**config.mk**
```make
export PLATFORM = sky130hd
export DESIGN_NAME = sensor_frame_validator_top
export DESIGN_NICKNAME = d
export VERILOG_FILES = /design/src/svf_pkg.sv /design/src/svf_front.sv /design/src/svf_queue.sv /design/src/svf_back.sv /design/src/sensor_frame_validator_top.sv
export SDC_FILE = /design/constraint.sdc
export NUM_CORES = 2
export LEC_CHECK = 0
export BUFFER_PORTS_ARGS = -buffer_cell sky130_fd_sc_hd__buf_2
export CORE_MARGIN = 4
export CORE_UTILIZATION = 40
export CTS_BUF_LIST = sky130_fd_sc_hd__clkbuf_8
export DETAILED_ROUTE_END_ITERATION = 7
export GPL_TIMING_DRIVEN = 0
export PLACE_DENSITY = 0.65
export SYNTH_ARGS = -nofsm -noshare
export SYNTH_HDL_FRONTEND = slang
export SYNTH_HIERARCHICAL = 1
export SYNTH_SLANG_ARGS = --single-unit
```
**constraint.sdc**
```tcl
create_clock -name clk_i -period 15.1 [get_ports clk_i]
set_input_delay 0.755 -clock clk_i [delete_from_list [all_inputs] [get_ports clk_i]]
set_output_delay 0.755 -clock clk_i [all_outputs]
set_load 0.005 [all_outputs]
```
**src/svf_pkg.sv**
```systemverilog
package svf_pkg;

  // Default write data store depth per bank
  localparam int unsigned StoreDepthDef = 64;

  // Saturation point of the byte counters
  localparam logic [6:0] CountMax = 7'd127;

  // Frame byte positions
  localparam logic [6:0] PosOp   = 7'd4;
  localparam logic [6:0] PosFunc = 7'd5;
  localparam logic [6:0] PosLen  = 7'd6;
  localparam logic [6:0] PosData = 7'd7;

  // Bytes around the write data: 7 header bytes plus 2 checksum bytes
  localparam logic [6:0] ReadMinLen = 7'd9;
  localparam logic [9:0] FrameOverhead = 10'd9;

  // Entries in the job queue between front and back
  localparam int unsigned QueueDepth = 2;

  // Configuration register indexes
  typedef enum logic [2:0] {
    CfgHeadByte  = 3'd0,
    CfgTypeByte  = 3'd1,
    CfgReadCode  = 3'd2,
    CfgWriteCode = 3'd3,
    CfgMinLen    = 3'd4,
    CfgMaxLen    = 3'd5
  } cfg_idx_e;

  typedef struct packed {
    logic [7:0] head_byte;
    logic [7:0] type_byte;
    logic [7:0] read_code;
    logic [7:0] write_code;
    logic [6:0] min_len;
    logic [6:0] max_len;
  } cfg_t;

  // One judged chunk, handed from the front to the back
  typedef struct packed {
    logic       err;
    logic       is_read;
    logic [7:0] func;
    logic [7:0] len;
    logic       bank;
  } job_t;

endpackage

```
**src/svf_front.sv**
```systemverilog
module svf_front
  import svf_pkg::*;
#(
  parameter int unsigned STORE_DEPTH = StoreDepthDef,
  localparam int unsigned IdxW = $clog2(STORE_DEPTH)
) (
  input  logic            clk_i,
  input  logic            rst_ni,
  input  cfg_t            cfg_i,
  input  logic            in_valid_i,
  output logic            in_ready_o,
  input  logic [7:0]      rx_byte_i,
  input  logic            chunk_end_i,
  input  logic            q_full_i,
  output logic            push_o,
  output job_t            job_o,
  output logic            mem_we_o,
  output logic            mem_bank_o,
  output logic [IdxW-1:0] mem_addr_o,
  output logic [7:0]      mem_data_o
);

  localparam logic [9:0] StoreDepthW = 10'(STORE_DEPTH);

  logic [6:0]  cc_q, cc_d;
  logic [7:0]  prev_q, prev_d;
  logic        hs_q, hs_d;
  logic [6:0]  fp_q, fp_d;
  logic [7:0]  op_q, op_d;
  logic [7:0]  func_q, func_d;
  logic [7:0]  len_q, len_d;
  logic [15:0] sum_q, sum_d;
  logic [15:0] chk_q, chk_d;
  logic        bank_q;

  logic        accept;
  logic        rd;
  logic [8:0]  sum_end;
  logic [8:0]  pos9;
  logic [9:0]  data_off;
  logic        store_we;
  logic        err;
  logic [9:0]  len_need;

  assign in_ready_o = !q_full_i;
  assign accept     = in_valid_i && in_ready_o;

  // Advance the per-chunk state by one byte
  always_comb begin
    cc_d     = (cc_q < CountMax) ? cc_q + 7'd1 : cc_q;
    prev_d   = prev_q;
    hs_d     = hs_q;
    fp_d     = fp_q;
    op_d     = op_q;
    func_d   = func_q;
    len_d    = len_q;
    sum_d    = sum_q;
    chk_d    = chk_q;
    store_we = 1'b0;
    rd       = 1'b0;
    sum_end  = 9'd0;
    pos9     = {2'b00, fp_q};
    data_off = 10'(fp_q) - 10'(PosData);
    if (!hs_q) begin
      if ((cc_q != 7'd0) && (prev_q == cfg_i.head_byte) && (rx_byte_i == cfg_i.type_byte)) begin
        hs_d  = 1'b1;
        fp_d  = 7'd2;
        sum_d = 16'(prev_q) + 16'(rx_byte_i);
      end
      prev_d = rx_byte_i;
    end else if (fp_q < CountMax) begin
      fp_d = fp_q + 7'd1;
      if (fp_q == PosOp)   op_d   = rx_byte_i;
      if (fp_q == PosFunc) func_d = rx_byte_i;
      if (fp_q == PosLen)  len_d  = rx_byte_i;
      rd      = (op_d == cfg_i.read_code);
      sum_end = rd ? 9'(PosData) : ({1'b0, len_d} + 9'(PosData));
      if (pos9 < sum_end) begin
        sum_d    = sum_q + 16'(rx_byte_i);
        store_we = !rd && (fp_q >= PosData) && (data_off < StoreDepthW);
      end else if (pos9 == sum_end) begin
        chk_d = {rx_byte_i, 8'h00};
      end else if (pos9 == sum_end + 9'd1) begin
        chk_d = {chk_q[15:8], rx_byte_i};
      end
    end
  end

  // Judge the chunk from the state after its final byte
  always_comb begin
    len_need = 10'(len_d) + FrameOverhead;
    err      = 1'b0;
    if ((cc_d < cfg_i.min_len) || (cc_d > cfg_i.max_len)) begin
      err = 1'b1;
    end else if (!hs_d) begin
      err = 1'b1;
    end else if ((fp_d < cfg_i.min_len) || (fp_d > cfg_i.max_len)) begin
      err = 1'b1;
    end else if (fp_d < PosData) begin
      err = 1'b1;
    end else if (op_d == cfg_i.read_code) begin
      err = (fp_d < ReadMinLen) || (sum_d != chk_d);
    end else if (op_d == cfg_i.write_code) begin
      err = (len_need > 10'(fp_d)) || (len_need > StoreDepthW) || (sum_d != chk_d);
    end else begin
      err = 1'b1;
    end
  end

  assign push_o        = accept && chunk_end_i;
  assign job_o.err     = err;
  assign job_o.is_read = (op_d == cfg_i.read_code);
  assign job_o.func    = func_d;
  assign job_o.len     = len_d;
  assign job_o.bank    = bank_q;

  assign mem_we_o   = accept && store_we;
  assign mem_bank_o = bank_q;
  assign mem_addr_o = data_off[IdxW-1:0];
  assign mem_data_o = rx_byte_i;

  // Hold state between bytes, clear it at chunk end
  always_ff @(posedge clk_i or negedge rst_ni) begin
    if (!rst_ni) begin
      cc_q   <= '0;
      prev_q <= '0;
      hs_q   <= 1'b0;
      fp_q   <= '0;
      op_q   <= '0;
      func_q <= '0;
      len_q  <= '0;
      sum_q  <= '0;
      chk_q  <= '0;
      bank_q <= 1'b0;
    end else if (accept) begin
      if (chunk_end_i) begin
        cc_q   <= '0;
        prev_q <= '0;
        hs_q   <= 1'b0;
        fp_q   <= '0;
        op_q   <= '0;
        func_q <= '0;
        len_q  <= '0;
        sum_q  <= '0;
        chk_q  <= '0;
        bank_q <= !bank_q;
      end else begin
        cc_q   <= cc_d;
        prev_q <= prev_d;
        hs_q   <= hs_d;
        fp_q   <= fp_d;
        op_q   <= op_d;
        func_q <= func_d;
        len_q  <= len_d;
        sum_q  <= sum_d;
        chk_q  <= chk_d;
      end
    end
  end

endmodule

```
**src/svf_queue.sv**
```systemverilog
module svf_queue
  import svf_pkg::*;
(
  input  logic clk_i,
  input  logic rst_ni,
  input  logic push_i,
  input  job_t job_i,
  input  logic pop_i,
  output logic valid_o,
  output logic full_o,
  output job_t head_o
);

  localparam int unsigned PtrW = $clog2(QueueDepth);

  job_t            slot_q [QueueDepth];
  logic [PtrW-1:0] wr_ptr_q, rd_ptr_q;
  logic [PtrW:0]   count_q;

  assign valid_o = (count_q != '0);
  assign full_o  = (count_q == (PtrW + 1)'(QueueDepth));
  assign head_o  = slot_q[rd_ptr_q];

  // Store pushed jobs
  always_ff @(posedge clk_i) begin
    if (push_i) begin
      slot_q[wr_ptr_q] <= job_i;
    end
  end

  // Advance pointers and fill level
  always_ff @(posedge clk_i or negedge rst_ni) begin
    if (!rst_ni) begin
      wr_ptr_q <= '0;
      rd_ptr_q <= '0;
      count_q  <= '0;
    end else begin
      if (push_i) begin
        wr_ptr_q <= (wr_ptr_q == PtrW'(QueueDepth - 1)) ? '0 : wr_ptr_q + PtrW'(1);
      end
      if (pop_i) begin
        rd_ptr_q <= (rd_ptr_q == PtrW'(QueueDepth - 1)) ? '0 : rd_ptr_q + PtrW'(1);
      end
      if (push_i && !pop_i) begin
        count_q <= count_q + (PtrW + 1)'(1);
      end else if (pop_i && !push_i) begin
        count_q <= count_q - (PtrW + 1)'(1);
      end
    end
  end

endmodule

```
**src/svf_back.sv**
```systemverilog
module svf_back
  import svf_pkg::*;
#(
  parameter int unsigned STORE_DEPTH = StoreDepthDef,
  localparam int unsigned IdxW = $clog2(STORE_DEPTH)
) (
  input  logic            clk_i,
  input  logic            rst_ni,
  input  logic            job_valid_i,
  input  job_t            job_i,
  output logic            pop_o,
  input  logic            mem_we_i,
  input  logic            mem_bank_i,
  input  logic [IdxW-1:0] mem_addr_i,
  input  logic [7:0]      mem_data_i,
  output logic            out_valid_o,
  input  logic            out_ready_i,
  output logic            frame_status_o,
  output logic            is_write_o,
  output logic [7:0]      function_code_o,
  output logic [7:0]      length_byte_o,
  output logic            has_payload_o,
  output logic [7:0]      payload_byte_o,
  output logic [5:0]      payload_index_o,
  output logic            last_result_o
);

  logic [7:0] mem0 [STORE_DEPTH];
  logic [7:0] mem1 [STORE_DEPTH];

  logic       out_valid_q;
  logic       status_q, is_write_q, has_pay_q, last_q, sel_q;
  logic [7:0] func_q, len_q, rd0_q, rd1_q;
  logic [5:0] pidx_q;
  logic [7:0] idx_q;

  logic advance, issue, is_pay, last;

  assign advance = !out_valid_q || out_ready_i;
  assign issue   = advance && job_valid_i;
  assign is_pay  = !job_i.err && !job_i.is_read && (job_i.len != 8'd0);
  assign last    = !is_pay || ((idx_q + 8'd1) == job_i.len);
  assign pop_o   = issue && last;

  // Write data banks; reads are registered at each issued result
  always_ff @(posedge clk_i) begin
    if (mem_we_i) begin
      if (mem_bank_i) begin
        mem1[mem_addr_i] <= mem_data_i;
      end else begin
        mem0[mem_addr_i] <= mem_data_i;
      end
    end
    if (issue) begin
      rd0_q <= mem0[idx_q[IdxW-1:0]];
      rd1_q <= mem1[idx_q[IdxW-1:0]];
    end
  end

  // Load the result register
  always_ff @(posedge clk_i) begin
    if (issue) begin
      status_q   <= job_i.err;
      is_write_q <= !job_i.err && !job_i.is_read;
      func_q     <= job_i.err ? 8'd0 : job_i.func;
      len_q      <= job_i.err ? 8'd0 : job_i.len;
      has_pay_q  <= is_pay;
      pidx_q     <= is_pay ? idx_q[5:0] : 6'd0;
      last_q     <= last;
      sel_q      <= job_i.bank;
    end
  end

  // Track result valid and the payload counter
  always_ff @(posedge clk_i or negedge rst_ni) begin
    if (!rst_ni) begin
      out_valid_q <= 1'b0;
      idx_q       <= '0;
    end else begin
      if (advance) begin
        out_valid_q <= job_valid_i;
      end
      if (issue && is_pay) begin
        idx_q <= last ? 8'd0 : idx_q + 8'd1;
      end
    end
  end

  assign out_valid_o     = out_valid_q;
  assign frame_status_o  = status_q;
  assign is_write_o      = is_write_q;
  assign function_code_o = func_q;
  assign length_byte_o   = len_q;
  assign has_payload_o   = has_pay_q;
  assign payload_byte_o  = has_pay_q ? (sel_q ? rd1_q : rd0_q) : 8'd0;
  assign payload_index_o = pidx_q;
  assign last_result_o   = last_q;

endmodule

```
**src/sensor_frame_validator_top.sv**
```systemverilog
// Sensor frame validator. Takes one chunk byte per cycle on the input
// request channel, with chunk_end_i on the final byte, and checks the master
// frame inside it (header and type bytes, operation, length bounds, 16-bit
// additive checksum). At the chunk end it returns one error result, one read
// or empty-write summary, or one result per write data byte, one result per
// cycle while the output is taken. Bytes are taken back to back at one per
// cycle; judged chunks wait in a two-entry job queue, and the input stalls
// only while both entries are held, since each queued write uses one of two
// data banks of STORE_DEPTH bytes. Configuration writes are taken at any edge
// with cfg_we_i high and should be made while the block is idle.
module sensor_frame_validator_top
  import svf_pkg::*;
#(
  parameter int unsigned STORE_DEPTH = StoreDepthDef
) (
  input  logic       clk_i,
  input  logic       rst_ni,
  input  logic       cfg_we_i,
  input  logic [2:0] cfg_idx_i,
  input  logic [7:0] cfg_wdata_i,
  input  logic       in_valid_i,
  output logic       in_ready_o,
  input  logic [7:0] rx_byte_i,
  input  logic       chunk_end_i,
  output logic       out_valid_o,
  input  logic       out_ready_i,
  output logic       frame_status_o,
  output logic       is_write_o,
  output logic [7:0] function_code_o,
  output logic [7:0] length_byte_o,
  output logic       has_payload_o,
  output logic [7:0] payload_byte_o,
  output logic [5:0] payload_index_o,
  output logic       last_result_o
);

  localparam int unsigned IdxW = $clog2(STORE_DEPTH);

  cfg_t            cfg_q;
  logic            q_full, q_valid, push, pop;
  job_t            job_in, job_head;
  logic            mem_we, mem_bank;
  logic [IdxW-1:0] mem_addr;
  logic [7:0]      mem_data;

  // Decode configuration writes
  always_ff @(posedge clk_i or negedge rst_ni) begin
    if (!rst_ni) begin
      cfg_q.head_byte  <= 8'd0;
      cfg_q.type_byte  <= 8'd0;
      cfg_q.read_code  <= 8'd0;
      cfg_q.write_code <= 8'd1;
      cfg_q.min_len    <= 7'd9;
      cfg_q.max_len    <= 7'd64;
    end else if (cfg_we_i) begin
      unique case (cfg_idx_i)
        CfgHeadByte:  cfg_q.head_byte  <= cfg_wdata_i;
        CfgTypeByte:  cfg_q.type_byte  <= cfg_wdata_i;
        CfgReadCode:  cfg_q.read_code  <= cfg_wdata_i;
        CfgWriteCode: cfg_q.write_code <= cfg_wdata_i;
        CfgMinLen:    cfg_q.min_len    <= cfg_wdata_i[6:0];
        CfgMaxLen:    cfg_q.max_len    <= cfg_wdata_i[6:0];
        default: ;
      endcase
    end
  end

  svf_front #(
    .STORE_DEPTH(STORE_DEPTH)
  ) u_front (
    .clk_i      (clk_i),
    .rst_ni     (rst_ni),
    .cfg_i      (cfg_q),
    .in_valid_i (in_valid_i),
    .in_ready_o (in_ready_o),
    .rx_byte_i  (rx_byte_i),
    .chunk_end_i(chunk_end_i),
    .q_full_i   (q_full),
    .push_o     (push),
    .job_o      (job_in),
    .mem_we_o   (mem_we),
    .mem_bank_o (mem_bank),
    .mem_addr_o (mem_addr),
    .mem_data_o (mem_data)
  );

  svf_queue u_queue (
    .clk_i  (clk_i),
    .rst_ni (rst_ni),
    .push_i (push),
    .job_i  (job_in),
    .pop_i  (pop),
    .valid_o(q_valid),
    .full_o (q_full),
    .head_o (job_head)
  );

  svf_back #(
    .STORE_DEPTH(STORE_DEPTH)
  ) u_back (
    .clk_i          (clk_i),
    .rst_ni         (rst_ni),
    .job_valid_i    (q_valid),
    .job_i          (job_head),
    .pop_o          (pop),
    .mem_we_i       (mem_we),
    .mem_bank_i     (mem_bank),
    .mem_addr_i     (mem_addr),
    .mem_data_i     (mem_data),
    .out_valid_o    (out_valid_o),
    .out_ready_i    (out_ready_i),
    .frame_status_o (frame_status_o),
    .is_write_o     (is_write_o),
    .function_code_o(function_code_o),
    .length_byte_o  (length_byte_o),
    .has_payload_o  (has_payload_o),
    .payload_byte_o (payload_byte_o),
    .payload_index_o(payload_index_o),
    .last_result_o  (last_result_o)
  );

endmodule
```
==> flow_summary.toml <==
[floorplanning]
die_x_um = 375
rows = 134
die_y_um = 375
core_um2 = 134000
start_util_pct = 40.4
dieArea_um2 = 141000
io_pins = 61

[timing]
hold_violations = 0
finalMaxSlewViolations = 0
max_slew_margin_pct = 1.54
fin_worst_skew_ns = 0.0684
clock.fmax_mhz = 109
rsz0062_at_grt = "no"
fin_hold_ws_ns = 0.130
fin_crit_sh_pct = 60.8
final.setup.tns_ns = 0
period_needed_ns = 9.19
setup_violations = 0
worst-slew-pin-transition_ns = 1.47

[power]
p_int_mw = 6.22
leakage_nw = 20.5
fin_total_pwr_mw = 8.82
seqPwrFrac_pct = 44.8
p_sw_mw = 2.60
power_density_nw_per_um2 = 146
clockPowerShare_pct = 31.0
peakVddDrop_uv = 99.5
p_sw_share_pct = 29.5
combPwrFrac_pct = 24.2

[run]
max-cap-violations = 0

[setup_path]
cp-end-kind = "flop"
worst-setup-path-type = "reg2reg"
crit_arrival_ns = 9.70
crit_fanout = 10
slowest_delay_ns = 1.25
worstPathRequired_ns = 15.61
slowest_stage = "nor3b_1"
cp_common_cell = "nor2_1"
worstSetupStartpointType = "flop"
cp-startpoint = "u_front/fp_q[0]$_DFFE_PN0P_"
worstReg2RegStart = "u_front/fp_q[0]$_DFFE_PN0P_"

[clock_network]
clock_sinks = 1244
cts.htree.levels = 4
post_cts_buffers = 0
clockRootBuffer = "clkbuf_8"
clk_pin_slew_ns = 0.07
ctsLongestPathBuffers = 3
cts_tree = "built"
cts_resized = 0
clkLatencyLatePin_ns = 0.92
cts_buffers = 196

[detailed_routing]
drtIter0Drc = 3526
post_drt_via_cell_ratio = 5.80
remaining_drc_errors = 0
antenna_left = 0
finalWirelength_um = 143000
dr.pass1.iters = 8
vias = 31368
wl_per_cell_um = 26.5

[yosys]
synth_flop_cell = "edfxtp_1"
netlist_area_um2 = 54000
async_flop_share_pct = 11.2
yosysUniqueCellTypes = 100
ys_warn_count = 6
postSynthCellCount = 3211
avgSynthCellArea_um2 = 16.8
syn_nets = 3306
ys_seq_elements = 1244
synth_seq_area_share_pct = 67.9
synth_edf_count = 1105

[min_path]
min_path_type = "in2reg"
hp-start = "out_ready_i"

[finish]
finish.utilization_pct = 45.2
layout-drive-gt1-share_pct = 21.8
nets = 3571
layout_commonest_cell = "edfxtp_1"
final_cell_mix = "edfxtp_1, mux4_2, nor2_1, clkbuf_8, nand2_1"
syn_to_final_growth_pct = 12.0

[global_routing]
grt_pass1_wl_um = 211000
antenna_found_initial = 3
grt_max_degree = 129
grtUsageTotal_pct = 20.2
grt_pass1_vias = 31451
grt_overflow = 0

[place]
portBuffers = 58
dp_hpwl_um = 94800
gp_congestion = 0.929

[status]
status = "finished clean"
-- area by class of cell --
cell class / instances / area [um^2]
diodes: 3 / 7.51
plain buffers: 195 / 1020
clock buffers: 200 / 2750
clock inverters: 162 / 985
fillers: 11671 / 73300
inverters: 62 / 233
multi-input cells: 1710 / 16100
flip-flops and latches: 1244 / 36700
well taps: 1768 / 2210
repair buffers: 67 / 514
-- power by group through the flow --
stage	clock network, mW	logic, mW	registers (mW)
2_1_floorplan	0	1.42	4.00
3_3_place_gp	0	2.10	4.03
3_5_place_dp	0	2.13	4.02
4_1_cts	2.80	2.14	3.95
5_1_grt	2.96	2.24	3.96
6_report	2.73	2.13	3.95
-- routing by layer --
layer / vias up / routed length, um / GRT usage (%) / share of wire (%)
li1: 13334 / - / - / -
met3: 269 / 12900 / 4.34 / 9.0
met1: 16123 / 57800 / 27.4 / 40
met4: 0 / 4880 / 7.44 / 3.4
met2: 1642 / 67900 / 32.4 / 47
met5: - / 0 / 0 / 0
-- what timing repair did --
action	4_1_cts	5_1_grt
setup endpoints to repair	0	0
hold endpoints to repair	47	0
hold buffers	1	0
-- cells in the mapped netlist, drive strengths merged, types with 19 or more instances --
cell type	instances	area, um^2
a21oi	63	315
a221oi	28	245
a22o	52	455
a22oi	27	203
and2	20	125
and3	20	125
buf	97	637
clkbuf	98	369
dfrtp	135	3380
edfxtp	1105	33200
ha	68	851
inv	61	229
mux2	80	972
mux2i	78	797
mux4	281	6330
nand2	175	659
nand3	45	225
nand4	19	119
nor2	210	796
nor2b	49	307
nor3	39	211
o21ai	113	577
o22ai	24	150
xnor2	59	532
xor2	45	394
-- cells by family after synthesis --
| logic type | share of synthesized area, % |
|---|---|
| adder cells (fa/ha/maj) | 1.65 |
| buffers and inverters | 2.29 |
| XOR/XNOR | 1.71 |
| AND/OR/NAND/NOR | 5.90 |
| AO/OA/AOI/OAI | 5.58 |
| flip-flops | 67.9 |
| multiplexers | 15.0 |
-- worst max-delay path: cells and delay by family, from the launching register on --
family / cells / cell delay [ns]
adders and majority gates: 3 / 0.74
buffers and inverters: 5 / 1.42
xor gates and xnor gates: 1 / 0.36
DFF: 1 / 0.38
AOI/OAI and AO/OA: 5 / 2.22
and+or+nand+nor: 11 / 3.67
-- metrics by stage --
step	cell area, um^2	std cells	worst slack [ns]
global route	60500	5409	5.66
CTS	60400	5403	6.43
finish	60500	5411	5.91
floorplan	54000	3211	9.12
global placement	56500	5037	6.62
detailed placement	56600	5040	6.50
-- worst paths after layout --
kind,cells past startpoint,slack [ns],end
max in group asynchronous,3,13.81,cfg_q[6]$_DFFE_PN1P_
worst max register to register,25,5.91,u_back/mem0[40][5]$_DFFE_PP_
min in group asynchronous,2,0.38,u_queue/count_q[1]$_DFFE_PN0P_
worst min register to register,1,0.48,u_queue/count_q[1]$_DFFE_PN0P_
worst max-delay path,25,5.91,u_back/mem0[40][5]$_DFFE_PP_
worst min-delay path,3,0.13,u_back/out_valid_o$_DFFE_PN0N_
-- sequential cells by signal (all words and copies together), names as in the netlist, 2 cells and up --
name                    count
u_back/mem0               512
u_back/mem1               512
cfg_q                      46
u_queue/slot_q             38
u_front/chk_q              16
u_front/sum_q              16
u_back/function_code_o      8
u_back/idx_q                8
u_back/length_byte_o        8
u_back/rd0_q                8
u_back/rd1_q                8
u_front/func_q              8
u_front/len_q               8
u_front/op_q                8
u_front/prev_q              8
u_front/cc_q                7
u_front/fp_q                7
u_back/payload_index_o      6
u_queue/count_q             2
Note: power is estimated with default switching activity, not from simulation.
